## src/hdl/jsu_pkg.sv

```systemverilog
package jsu_pkg;

	localparam int QUEUE_DEPTH = 4;

	typedef enum logic [1:0] {
		PH_IDLE = 2'd0,
		PH_TEXT = 2'd1,
		PH_ESC  = 2'd2,
		PH_HEX  = 2'd3
	} phase_t;

	localparam logic [2:0] KIND_BYTE  = 3'd0;
	localparam logic [2:0] KIND_DONE  = 3'd1;
	localparam logic [2:0] KIND_BREAK = 3'd2;
	localparam logic [2:0] KIND_BADU  = 3'd3;
	localparam logic [2:0] KIND_OPEN  = 3'd4;

	// All results caused by one input byte: up to three decoded bytes,
	// then an optional terminal report.
	typedef struct packed {
		logic [1:0]      nbytes;
		logic [2:0][7:0] bytes;
		logic            has_term;
		logic [2:0]      term_kind;
	} work_t;

endpackage

```

## src/hdl/jsu_front.sv

```systemverilog
module jsu_front (
	input  logic              clk,
	input  logic              arst_n,
	input  logic              accept,
	input  logic [7:0]        text_byte,
	input  logic              end_of_text,
	output logic              push,
	output jsu_pkg::work_t    work
);

	jsu_pkg::phase_t phase_q, nxt_phase;
	logic [1:0]      hex_count_q, nxt_hex_count;
	logic [15:0]     code_point_q, nxt_code_point;

	logic            hex_ok;
	logic [3:0]      hex_digit;
	logic [15:0]     cp_new;
	logic [7:0]      esc_byte;

	always_comb begin
		hex_ok    = 1'b1;
		hex_digit = 4'd0;
		if (text_byte >= 8'h30 && text_byte <= 8'h39) begin
			hex_digit = 4'(text_byte - 8'h30);
		end else if (text_byte >= 8'h61 && text_byte <= 8'h66) begin
			hex_digit = 4'(text_byte - 8'h57);
		end else if (text_byte >= 8'h41 && text_byte <= 8'h46) begin
			hex_digit = 4'(text_byte - 8'h37);
		end else begin
			hex_ok = 1'b0;
		end
	end

	assign cp_new = {code_point_q[11:0], hex_digit};

	always_comb begin
		case (text_byte)
			8'h6e: esc_byte = 8'h0a;
			8'h74: esc_byte = 8'h09;
			8'h72: esc_byte = 8'h0d;
			8'h62: esc_byte = 8'h08;
			8'h66: esc_byte = 8'h0c;
			default: esc_byte = text_byte;
		endcase
	end

	always_comb begin
		nxt_phase      = phase_q;
		nxt_hex_count  = hex_count_q;
		nxt_code_point = code_point_q;
		work           = '0;
		case (phase_q)
			jsu_pkg::PH_IDLE: begin
				nxt_phase = jsu_pkg::PH_TEXT;
				if (end_of_text) begin
					work.has_term  = 1'b1;
					work.term_kind = jsu_pkg::KIND_OPEN;
				end
			end
			jsu_pkg::PH_TEXT: begin
				if (text_byte == 8'h22) begin
					work.has_term  = 1'b1;
					work.term_kind = jsu_pkg::KIND_DONE;
				end else if (text_byte == 8'h0a) begin
					work.has_term  = 1'b1;
					work.term_kind = jsu_pkg::KIND_BREAK;
				end else begin
					if (text_byte == 8'h5c) begin
						nxt_phase = jsu_pkg::PH_ESC;
					end else begin
						work.nbytes   = 2'd1;
						work.bytes[0] = text_byte;
					end
					if (end_of_text) begin
						work.has_term  = 1'b1;
						work.term_kind = jsu_pkg::KIND_OPEN;
					end
				end
			end
			jsu_pkg::PH_ESC: begin
				if (text_byte == 8'h75) begin
					nxt_phase      = jsu_pkg::PH_HEX;
					nxt_hex_count  = 2'd0;
					nxt_code_point = 16'd0;
					if (end_of_text) begin
						work.has_term  = 1'b1;
						work.term_kind = jsu_pkg::KIND_BADU;
					end
				end else begin
					nxt_phase     = jsu_pkg::PH_TEXT;
					work.nbytes   = 2'd1;
					work.bytes[0] = esc_byte;
					if (end_of_text) begin
						work.has_term  = 1'b1;
						work.term_kind = jsu_pkg::KIND_OPEN;
					end
				end
			end
			default: begin
				if (!hex_ok) begin
					work.has_term  = 1'b1;
					work.term_kind = jsu_pkg::KIND_BADU;
				end else if (hex_count_q != 2'd3) begin
					nxt_hex_count  = hex_count_q + 2'd1;
					nxt_code_point = cp_new;
					if (end_of_text) begin
						work.has_term  = 1'b1;
						work.term_kind = jsu_pkg::KIND_BADU;
					end
				end else begin
					nxt_phase      = jsu_pkg::PH_TEXT;
					nxt_hex_count  = 2'd0;
					nxt_code_point = 16'd0;
					if (cp_new < 16'h0080) begin
						work.nbytes   = 2'd1;
						work.bytes[0] = cp_new[7:0];
					end else if (cp_new < 16'h0800) begin
						work.nbytes   = 2'd2;
						work.bytes[0] = 8'hc0 | {3'd0, cp_new[10:6]};
						work.bytes[1] = 8'h80 | {2'd0, cp_new[5:0]};
					end else begin
						work.nbytes   = 2'd3;
						work.bytes[0] = 8'he0 | {4'd0, cp_new[15:12]};
						work.bytes[1] = 8'h80 | {2'd0, cp_new[11:6]};
						work.bytes[2] = 8'h80 | {2'd0, cp_new[5:0]};
					end
					if (end_of_text) begin
						work.has_term  = 1'b1;
						work.term_kind = jsu_pkg::KIND_OPEN;
					end
				end
			end
		endcase
		// any terminal report drops back to waiting for a new token
		if (work.has_term) begin
			nxt_phase      = jsu_pkg::PH_IDLE;
			nxt_hex_count  = 2'd0;
			nxt_code_point = 16'd0;
		end
	end

	assign push = accept && (work.has_term || work.nbytes != 2'd0);

	always_ff @(posedge clk or negedge arst_n) begin
		if (!arst_n) begin
			phase_q      <= jsu_pkg::PH_IDLE;
			hex_count_q  <= 2'd0;
			code_point_q <= 16'd0;
		end else if (accept) begin
			phase_q      <= nxt_phase;
			hex_count_q  <= nxt_hex_count;
			code_point_q <= nxt_code_point;
		end
	end

endmodule

```

## src/hdl/jsu_queue.sv

```systemverilog
module jsu_queue #(
	parameter int DEPTH = jsu_pkg::QUEUE_DEPTH
) (
	input  logic           clk,
	input  logic           arst_n,
	input  logic           push,
	input  jsu_pkg::work_t push_data,
	output logic           full,
	input  logic           pop,
	output jsu_pkg::work_t pop_data,
	output logic           nempty
);

	localparam int AW = (DEPTH > 1) ? $clog2(DEPTH) : 1;
	localparam int CW = $clog2(DEPTH + 1);

	jsu_pkg::work_t  entries_q [DEPTH];
	logic [AW-1:0]   wr_ptr_q, rd_ptr_q;
	logic [CW-1:0]   count_q;
	logic            do_push, do_pop;

	assign full     = (count_q == CW'(DEPTH));
	assign nempty   = (count_q != '0);
	assign do_push  = push && !full;
	assign do_pop   = pop && nempty;
	assign pop_data = entries_q[rd_ptr_q];

	always_ff @(posedge clk) begin
		if (do_push) begin
			entries_q[wr_ptr_q] <= push_data;
		end
	end

	always_ff @(posedge clk or negedge arst_n) begin
		if (!arst_n) begin
			wr_ptr_q <= '0;
			rd_ptr_q <= '0;
			count_q  <= '0;
		end else begin
			if (do_push) begin
				wr_ptr_q <= (wr_ptr_q == AW'(DEPTH - 1)) ? '0 : wr_ptr_q + AW'(1);
			end
			if (do_pop) begin
				rd_ptr_q <= (rd_ptr_q == AW'(DEPTH - 1)) ? '0 : rd_ptr_q + AW'(1);
			end
			if (do_push && !do_pop) begin
				count_q <= count_q + CW'(1);
			end else if (do_pop && !do_push) begin
				count_q <= count_q - CW'(1);
			end
		end
	end

endmodule

```

## src/hdl/jsu_back.sv

```systemverilog
module jsu_back (
	input  logic           clk,
	input  logic           arst_n,
	input  logic           nempty,
	input  jsu_pkg::work_t head,
	output logic           pop,
	output logic           result_valid,
	input  logic           result_ready,
	output logic [7:0]     out_byte,
	output logic [2:0]     kind,
	output logic           run_last
);

	logic [1:0] idx_q;
	logic [2:0] total;
	logic       load, is_byte, is_last;
	logic [7:0] sel_byte;
	logic       valid_q;
	logic [7:0] byte_q;
	logic [2:0] kind_q;
	logic       last_q;

	assign total   = {1'b0, head.nbytes} + {2'd0, head.has_term};
	assign is_byte = (idx_q < head.nbytes);
	assign is_last = ({1'b0, idx_q} + 3'd1 == total);
	assign load    = nempty && (!valid_q || result_ready);
	assign pop     = load && is_last;

	always_comb begin
		case (idx_q)
			2'd0: sel_byte = head.bytes[0];
			2'd1: sel_byte = head.bytes[1];
			2'd2: sel_byte = head.bytes[2];
			default: sel_byte = 8'd0;
		endcase
	end

	always_ff @(posedge clk or negedge arst_n) begin
		if (!arst_n) begin
			valid_q <= 1'b0;
			idx_q   <= 2'd0;
		end else begin
			if (load) begin
				valid_q <= 1'b1;
				idx_q   <= is_last ? 2'd0 : idx_q + 2'd1;
			end else if (result_ready) begin
				valid_q <= 1'b0;
			end
		end
	end

	always_ff @(posedge clk) begin
		if (load) begin
			byte_q <= is_byte ? sel_byte : 8'd0;
			kind_q <= is_byte ? jsu_pkg::KIND_BYTE : head.term_kind;
			last_q <= is_last;
		end
	end

	assign result_valid = valid_q;
	assign out_byte     = byte_q;
	assign kind         = kind_q;
	assign run_last     = last_q;

	a_term_is_last: assert property (@(posedge clk) disable iff (!arst_n)
		(result_valid && kind != jsu_pkg::KIND_BYTE) |-> run_last)
		else $error("terminal report not marked last");

	a_term_zero_byte: assert property (@(posedge clk) disable iff (!arst_n)
		(result_valid && kind != jsu_pkg::KIND_BYTE) |-> (out_byte == 8'd0))
		else $error("terminal report carries a byte");

	a_no_pop_empty: assert property (@(posedge clk) disable iff (!arst_n)
		pop |-> nempty)
		else $error("pop from empty queue");

	a_idx_range: assert property (@(posedge clk) disable iff (!arst_n)
		nempty |-> ({1'b0, idx_q} < total))
		else $error("result index past end of queued request");

endmodule

```

## src/hdl/json_string_unescaper_unit.sv

```systemverilog
// Channel  | Handshake                   | Payload
// text     | text_valid / text_ready     | text_byte[7:0], end_of_text
// result   | result_valid / result_ready | out_byte[7:0], kind[2:0], run_last
//
// Takes one request per cycle while the queue has room; the front decoder updates
// its state in the cycle of acceptance and queues every result that the byte causes.
// The back end sends one result per cycle while result_ready allows; a request with n
// results holds it for all n (up to 4 for a three-byte \u escape that ends the input).
// The first result is held in the queue, then in the back end output register.
// Reset clears decoder state, queue pointers and the output valid; no clearing pass.
module json_string_unescaper_unit #(
	parameter int QUEUE_DEPTH = jsu_pkg::QUEUE_DEPTH
) (
	input  logic       clk,
	input  logic       arst_n,
	input  logic       text_valid,
	output logic       text_ready,
	input  logic [7:0] text_byte,
	input  logic       end_of_text,
	output logic       result_valid,
	input  logic       result_ready,
	output logic [7:0] out_byte,
	output logic [2:0] kind,
	output logic       run_last
);

	jsu_pkg::work_t work, head;
	logic           push, full, pop, nempty, accept;

	assign text_ready = !full;
	assign accept     = text_valid && text_ready;

	jsu_front u_front (
		.clk         (clk),
		.arst_n      (arst_n),
		.accept      (accept),
		.text_byte   (text_byte),
		.end_of_text (end_of_text),
		.push        (push),
		.work        (work)
	);

	jsu_queue #(
		.DEPTH (QUEUE_DEPTH)
	) u_queue (
		.clk       (clk),
		.arst_n    (arst_n),
		.push      (push),
		.push_data (work),
		.full      (full),
		.pop       (pop),
		.pop_data  (head),
		.nempty    (nempty)
	);

	jsu_back u_back (
		.clk          (clk),
		.arst_n       (arst_n),
		.nempty       (nempty),
		.head         (head),
		.pop          (pop),
		.result_valid (result_valid),
		.result_ready (result_ready),
		.out_byte     (out_byte),
		.kind         (kind),
		.run_last     (run_last)
	);

endmodule

```

## config.mk

```make
export PLATFORM = sky130hd
export DESIGN_NAME = json_string_unescaper_unit
export DESIGN_NICKNAME = d
export VERILOG_FILES = /design/src/hdl/jsu_pkg.sv /design/src/hdl/jsu_front.sv /design/src/hdl/jsu_queue.sv /design/src/hdl/jsu_back.sv /design/src/hdl/json_string_unescaper_unit.sv
export SDC_FILE = /design/constraint.sdc
export NUM_CORES = 1
export LEC_CHECK = 0
export ABC_AREA = 1
export BUFFER_PORTS_ARGS = -buffer_cell sky130_fd_sc_hd__buf_2
export CAP_MARGIN = 20
export CORE_MARGIN = 10
export CORE_UTILIZATION = 50
export CTS_CLUSTER_DIAMETER = 60
export DETAILED_ROUTE_END_ITERATION = 7
export GPL_TIMING_DRIVEN = 0
export PLACE_DENSITY = 0.73
export SYNTH_ARGS = -nofsm -noshare
export SYNTH_HDL_FRONTEND = slang
export SYNTH_SLANG_ARGS = --single-unit
```

## constraint.sdc

```tcl
create_clock -name clk -period 2.8 [get_ports clk]
set_input_delay 0.84 -clock clk [delete_from_list [all_inputs] [get_ports clk]]
set_output_delay 0.84 -clock clk [all_outputs]
set_load 0.1 [all_outputs]
```

# ---- Word level (Yosys, flattened, before mapping)
# Memories as Yosys holds them, arrays and structs flattened.
# Index checks and enable logic that the tools add are counted.
# W data, S select, Z words.
dict set report word_totals {
  memories 1
  wordCells 147
  regBits 38
  ramBits 120
  inputBits 13
}
# memory words word_bits rd rd_clocked_by_memory_dff write_ports line
set mem_list {}
lappend mem_list {u_queue.entries_q 4 30 1 0 1 jsu_queue.sv:17} ;# jsu_pkg::work_t entries_q [DEPTH];
dict set report op_classes {
  n_lt_le_gt_ge 9
  n_mux 62
  addsub 11
  eq_ne 24
  n_reduce_logical 29
}
# cell n
set op_table {}
lappend op_table {{$eq A8 B7 Y1 const B} 7}
lappend op_table {{$mux W26} 2}
lappend op_table {{$mux W12} 4}
lappend op_table {{$mux W8} 6}
lappend op_table {{$pmux W8 S3} 2}
lappend op_table {{$mux W4} 10}
lappend op_table {{$pmux W8 S5} 1}
lappend op_table {{$mux W2} 17}
lappend op_table {{$mux W16} 2}
lappend op_table {{$pmux W12 S2} 1}
lappend op_table {{$ge A8 B7 Y1 const B} 2}
lappend op_table {{$le A8 B7 Y1 const B} 2}
lappend op_table {{$lt A16 B12 Y1 const B} 1}
lappend op_table {{$lt A16 B8 Y1 const B} 1}
lappend op_table {{$mux W14} 1}
lappend op_table {{$pmux W2 S3} 2}
lappend op_table {{$pmux W4 S3} 1}
lappend op_table {{$logic_and A1 B1 Y1} 11}
lappend op_table {{$mux W1} 10}
lappend op_table {{$add A2 B1 Y2 const B} 4}
lappend op_table {{$eq A2 B2 Y1 const B} 4}
lappend op_table {{$eq A8 B4 Y1 const B} 1}
lappend op_table {{$eq A8 B6 Y1 const B} 1}
lappend op_table {{$ge A8 B6 Y1 const B} 1}
lappend op_table {{other kinds (28)} 41}

# ---- Depth between registers and ports, before layout
dict set report depth {
  word_depth 19
  depth_mapped 18
  depth_no_buf 18
}

# ---- Cells and area by module
# From an unflattened synthesis, not the netlist that was laid out.
dict set report unflattened {
  hier_cells 829
  area_unflattened_um2 8030.2
}
# module area_per_inst_um2 seq_area_each_um2 instances cells_each
set by_module_without_submodules {}
lappend by_module_without_submodules {jsu_queue 5295.1 3778.6 1 410}
lappend by_module_without_submodules {jsu_front 1831.8 400.4 1 310}
lappend by_module_without_submodules {jsu_back 889.6 435.4 1 106}
lappend by_module_without_submodules {json_string_unescaper_unit 13.8 0.0 1 3}

# ---- Worst setup path after synthesis
# Ideal clock, no wire load.
dict set report synth_timing {
  path_kind {input port to flip-flop}
  from {input text_byte[0]}
  to {memory u_queue.entries_q[3][0] (netlist name), enable pin}
  stages 11
  slack_ns -0.687
  required_time_ns 2.389
  setup_ns 0.411
  path_buffers 0
  t_arrival_ns 3.076
  path_cell_list {inv_1 -> ha_1 -> nor2_1 -> nand2_1 -> nand3_4 -> nand2_4 -> nand2_4 -> nand2_8 -> nand3_1 -> nand2_2 -> nor2_1}
}
dict set report synth_between {
  elab_chain_len 17
}
# item line
set synth_rtl {}
lappend synth_rtl {{start, declared} json_string_unescaper_unit.sv:18} ;# input logic [7:0] text_byte,
lappend synth_rtl {{$ge A8 B7 Y1 or $le A8 B7 Y1 (tied branches)} jsu_front.sv:27} ;# end else if (text_byte >= 8'h41 && text_byte <= 8'h46) begin
lappend synth_rtl {{$logic_and A1 B1 Y1} jsu_front.sv:27}
lappend synth_rtl {{$mux W4} jsu_front.sv:27}
lappend synth_rtl {{$mux W4} jsu_front.sv:25} ;# end else if (text_byte >= 8'h61 && text_byte <= 8'h66) begin
lappend synth_rtl {{$mux W4} jsu_front.sv:23} ;# if (text_byte >= 8'h30 && text_byte <= 8'h39) begin
lappend synth_rtl {{$lt A16 B12 Y1} jsu_front.sv:117} ;# end else if (cp_new < 16'h0800) begin
lappend synth_rtl {{$mux W1} jsu_front.sv:117}
lappend synth_rtl {{$mux W2} jsu_front.sv:114} ;# if (cp_new < 16'h0080) begin
lappend synth_rtl {{$mux W26} jsu_front.sv:103} ;# end else if (hex_count_q != 2'd3) begin
lappend synth_rtl {{$mux W26} jsu_front.sv:100} ;# if (!hex_ok) begin
lappend synth_rtl {{$pmux W2 S3} jsu_front.sv:52} ;# case (phase_q)
lappend synth_rtl {{$reduce_bool A2 Y1} jsu_front.sv:142} ;# assign push = accept && (work.has_term || work.nbytes != 2'd0);
lappend synth_rtl {{$logic_or A1 B1 Y1 *} jsu_front.sv:142}
lappend synth_rtl {{$logic_and A1 B1 Y1 *} jsu_front.sv:142}
lappend synth_rtl {{$logic_and A1 B1 Y1 *} jsu_queue.sv:24} ;# assign do_push = push && !full;
lappend synth_rtl {{$mux W1 *} jsu_queue.sv:29} ;# if (do_push) begin
lappend synth_rtl {{$mux W1 (not written as such) *} jsu_queue.sv:30} ;# entries_q[wr_ptr_q] <= push_data;
lappend synth_rtl {{end, declared} jsu_queue.sv:17}
# Every way passes the cells marked *; elsewhere a longest branch is shown, timed or not.

# ---- Worst setup path in the final report
dict set report layout_timing {
  from {register u_queue.rd_ptr_q[0]}
  to {register u_queue.count_q[1]}
}
dict set report layout_between {
  elab_chain_len 8
}
# item line
set layout_rtl {}
lappend layout_rtl {{start, declared} jsu_queue.sv:18} ;# logic [AW-1:0] wr_ptr_q, rd_ptr_q;
lappend layout_rtl {{start signal, assigned} jsu_queue.sv:44} ;# rd_ptr_q <= (rd_ptr_q == AW'(DEPTH - 1)) ? '0 : rd_ptr_q + AW'(1);
lappend layout_rtl {{$mem_v2 Z4 W30 *} -}
lappend layout_rtl {{$add A2 B1 Y3 *} jsu_back.sv:23} ;# assign total = {1'b0, head.nbytes} + {2'd0, head.has_term};
lappend layout_rtl {{$eq A3 B3 Y1 *} jsu_back.sv:25} ;# assign is_last = ({1'b0, idx_q} + 3'd1 == total);
lappend layout_rtl {{net u_back.is_last} jsu_back.sv:16} ;# logic load, is_byte, is_last;
lappend layout_rtl {{$logic_and A1 B1 Y1 *} jsu_back.sv:27} ;# assign pop = load && is_last;
lappend layout_rtl {{$logic_and A1 B1 Y1 *} jsu_queue.sv:25} ;# assign do_pop = pop && nempty;
lappend layout_rtl {{$logic_not A1 Y1} jsu_queue.sv:46} ;# if (do_push && !do_pop) begin
lappend layout_rtl {{$logic_and A1 B1 Y1} jsu_queue.sv:46}
lappend layout_rtl {{$mux W3 or $reduce_bool A2 Y1 (tied branches)} -}
lappend layout_rtl {{end signal, assigned} jsu_queue.sv:47} ;# count_q <= count_q + CW'(1);
lappend layout_rtl {{end signal, assigned} jsu_queue.sv:49} ;# count_q <= count_q - CW'(1);
lappend layout_rtl {{end, declared} jsu_queue.sv:19} ;# logic [CW-1:0] count_q;
# Mark *: on every way through the listed nets, which the timed path passes. The rest lies on a longest branch.
# A chain may end at the register's enable or synchronous reset.

==> results.yml <==
final_layout:
  final_cell_mix: "132 x nand2_1, 120 x edfxtp_1, 109 x nor2_1, 65 x o21ai_0, 56 x inv_1"
  regArea_um2: 4255
  final_common_cell: "nand2_1"
  area_delta_synth_final_pct: 18.06
  drive_above_1_share_pct: 17.51
  fillers: 1112
  layout.nets: 794
  antenna_cells: 0
  final_area_um2: 8285
  multi_input_area_um2: 2574
  postLayoutCoreUtil_pct: 59.92
critical_path:
  arrival_ps: 3230
  worst-path-buf-inv: 4
  setup.worst_path.class: "reg -> reg"
  slowest_delay_ps: 460
  crit_required_ps: 3100
  worst_r2r_endpoint: "u_queue.count_q[1]$_DFFE_PN0P_"
  startpoint: "u_queue.rd_ptr_q[0]$_DFFE_PN0P_"
  path_delay_family: "adder cells"
  worstReg2RegStart: "u_queue.rd_ptr_q[0]$_DFFE_PN0P_"
  cp_max_fo: 4
  r2r_slack_ps: -120
  worst_setup_path_start_kind: "flip-flop"
  cp_slowest_cell: "dfrtp_2"
  crit_chain: "buf_6 > buf_8 > buf_6 > o21ai_2 > o22ai_2 > ha_2 > ha_4 > xor2_2 > nor3_2 > nand2_2 > ha_4 > inv_4 > fa_2 > nor2_2 > a21oi_1"
  reg2regPathDepth: 15
  endpoint_kind: "flip-flop"
detailed_routing:
  routed_wl_um: 16710
  avgRoutedWirePerCell_um: 17.58
  drtPass1Iterations: 6
  num_vias: 5234
  drc: 0
  drtAntennaViolNets: 0
  drt_iter0_markers: 565
  viasPerCell: 5.504
global_route:
  gr-usage-all-layers_pct: 17.02
  first_global_vias: 5288
  grt_max_degree: 28
  grt_overflow_total: 0
  grt_pass1_wl_um: 26420
  antenna_found_initial: 0
timing:
  post-route-period-util_pct: 104.5
  max_freq_ghz: 0.3419
  worst_pin_slew_ps: 918.4
  relSlewSlack_pct: 38.63
  setup_viol: 110
  fin_skew_ps: 8.015
  slew_violations: 0
  period_minus_slack_ps: 2925
  finalHoldViolations: 0
  rsz0062_at_grt: "true"
  finalWorstSetupSlack_ps: -124.6
placement:
  placed_cell_area_um2: 7493
  place_congestion: 0.9053
  io_buffers: 25
  dp_hpwl_um: 11120
pwr:
  p_int_mw: 5.865
  totalPowerFinal_mw: 10.18
  pwr_density_cell_nw_per_um2: 1229
  ir_drop_uv: 472.5
  p_sw_mw: 4.315
  clockPowerShare_pct: 22.2
  seq_power_share_pct: 32.4
  switching_share_pct: 42.39
  leakage_nw: 3.307
  power_frac_comb_pct: 45.5
clock_tree:
  cts_num_sinks: 146
  numCtsBuffers: 17
  holdBufCountCts: 0
  root_buffer: "clkbuf_16"
  cts_tree: "yes"
  clock_path_buffers: 2
  path_clk_slew_ps: 60
  clock_latency_ps: 420
  ctsHtreeMaxLevel: 4
run_status:
  status: "finished with violations"
  violations: "negative setup slack"
synth:
  synth_cell_types: 43
  yosys_warnings: 0
  synth_edf_count: 120
  ys.flop_type: "edfxtp_1"
  syn_avg_cell_area_um2: 9.983
  yosysSeqAreaShare_pct: 60.62
  synth_cells: 703
  ys_ff_latch: 146
  synthArstFlopShare_pct: 17.81
  syn-cell-area_um2: 7018
  synth_nets: 739
floorplanning:
  die_h_um: 138.5
  die_width_um: 138.5
  core_area_um2: 13830
  io_pins: 27
  initial_core_util_pct: 50.76
  rows: 43
  dieArea_um2: 19180
run:
  maxCapViolCount: 0
worst_hold_path:
  hold_class: "in -> async"
[stage by stage]
stage | setup TNS [ps] | worst slack, ps | std cells | hold slack, ps
2_1_floorplan | -14910 | -138.0 | 703 | 449.1
3_3_place_gp | -114760 | -1080 | 908 | 469.0
3_5_place_dp | -63390 | -575.0 | 908 | 479.2
6_report | -2287 | -124.6 | 951 | 426.6
4_1_cts | -6806 | -129.5 | 951 | 447.6
5_1_grt | -18470 | -223.6 | 951 | 478.8
[synth_stat cells, types with 2 or more instances]
cell      count  area, um2
o22ai_1      21      131.4
nor2_4        3      33.78
inv_2         3      11.26
buf_1         2      7.510
nand3_2       2      20.02
edfxtp_1    120       3603
clkinv_1      2      7.510
a211oi_1      2      15.01
o21ai_0      67      335.3
nand2_1     135      506.7
xnor2_1       3      26.28
nand4_1       5      31.28
nand2_4       3      33.78
clkbuf_1     10      37.54
xor2_1        2      17.52
buf_4         3      22.52
nand2_2       7      43.79
ha_1         22      275.3
dfrtp_1      26      650.6
buf_2         7      35.03
nor3_1        3      15.01
a31oi_1       5      31.28
inv_1        61      229.0
nor2_1      115      431.7
nand3_1      35      175.2
a21oi_1      22      110.1
[power by group through the flow]
stage	Clock [mW]	Sequential, mW	Combinational, mW
global route	2.37	3.33	5.01
finish	2.26	3.29	4.63
CTS	2.26	3.28	4.52
floorplan	0	3.93	2.53
detailed placement	0	3.32	4.21
global placement	0	3.30	4.08
[metal layers]
metal / track usage (%) / vias up / wire length [um]
li1: - / 2504 / -
met4: 7.381 / 0 / 473
met5: 0 / - / 0
met1: 20.65 / 2488 / 6955
met3: 3.185 / 39 / 1055
met2: 28.92 / 203 / 8229
[final cells by class]
cell class                 count  area share (%)
buffer                        23           2.008
clock buffer                  19           5.225
clock inverter                13           1.948
inverter                      66           3.096
multi-input combinational    468           31.06
sequential                   146           51.36
tap                          180           2.718
timing repair buffer          36           2.582
[worst max path at each step]
stage / to / depth (start not counted)
after floorplan: u_queue.entries_q[0][0]$_DFFE_PP_ / 11
after global placement: u_queue.entries_q[3][13]$_DFFE_PP_ / 12
after detailed placement: u_queue.entries_q[0][8]$_DFFE_PP_ / 12
after CTS: u_queue.count_q[1]$_DFFE_PN0P_ / 14
after global routing: u_queue.count_q[1]$_DFFE_PN0P_ / 15
final: u_queue.count_q[1]$_DFFE_PN0P_ / 15
[registers in the layout (all words and copies together), names as in the netlist]
name,cells
u_back.idx_q,2
u_back.kind,3
u_back.out_byte,8
u_back.result_valid,1
u_back.run_last,1
u_front.code_point_q,12
u_front.hex_count_q,2
u_front.phase_q,2
u_queue.count_q,3
u_queue.entries_q,108
u_queue.rd_ptr_q,2
u_queue.wr_ptr_q,2
[what timing repair did]
| item | in CTS | in global routing |
|---|---|---|
| setup endpoints to repair | 111 | 114 |
| resized for setup | 23 | 10 |
| pin swaps | 11 | 13 |
| setup buffers | 11 | 0 |
| cloned | 0 | 0 |
[logic make-up after synthesis]
family / Yosys count / share of synthesized area, %
AND/OR/NAND/NOR: 312 / 19.11
flip-flops: 146 / 60.62
AO/OA/AOI/OAI: 128 / 10.29
buffers and inverters: 89 / 5.152
adder cells (fa/ha/maj): 23 / 4.207
XOR/XNOR: 5 / 0.6241
(Power assumes the default switching activity.)
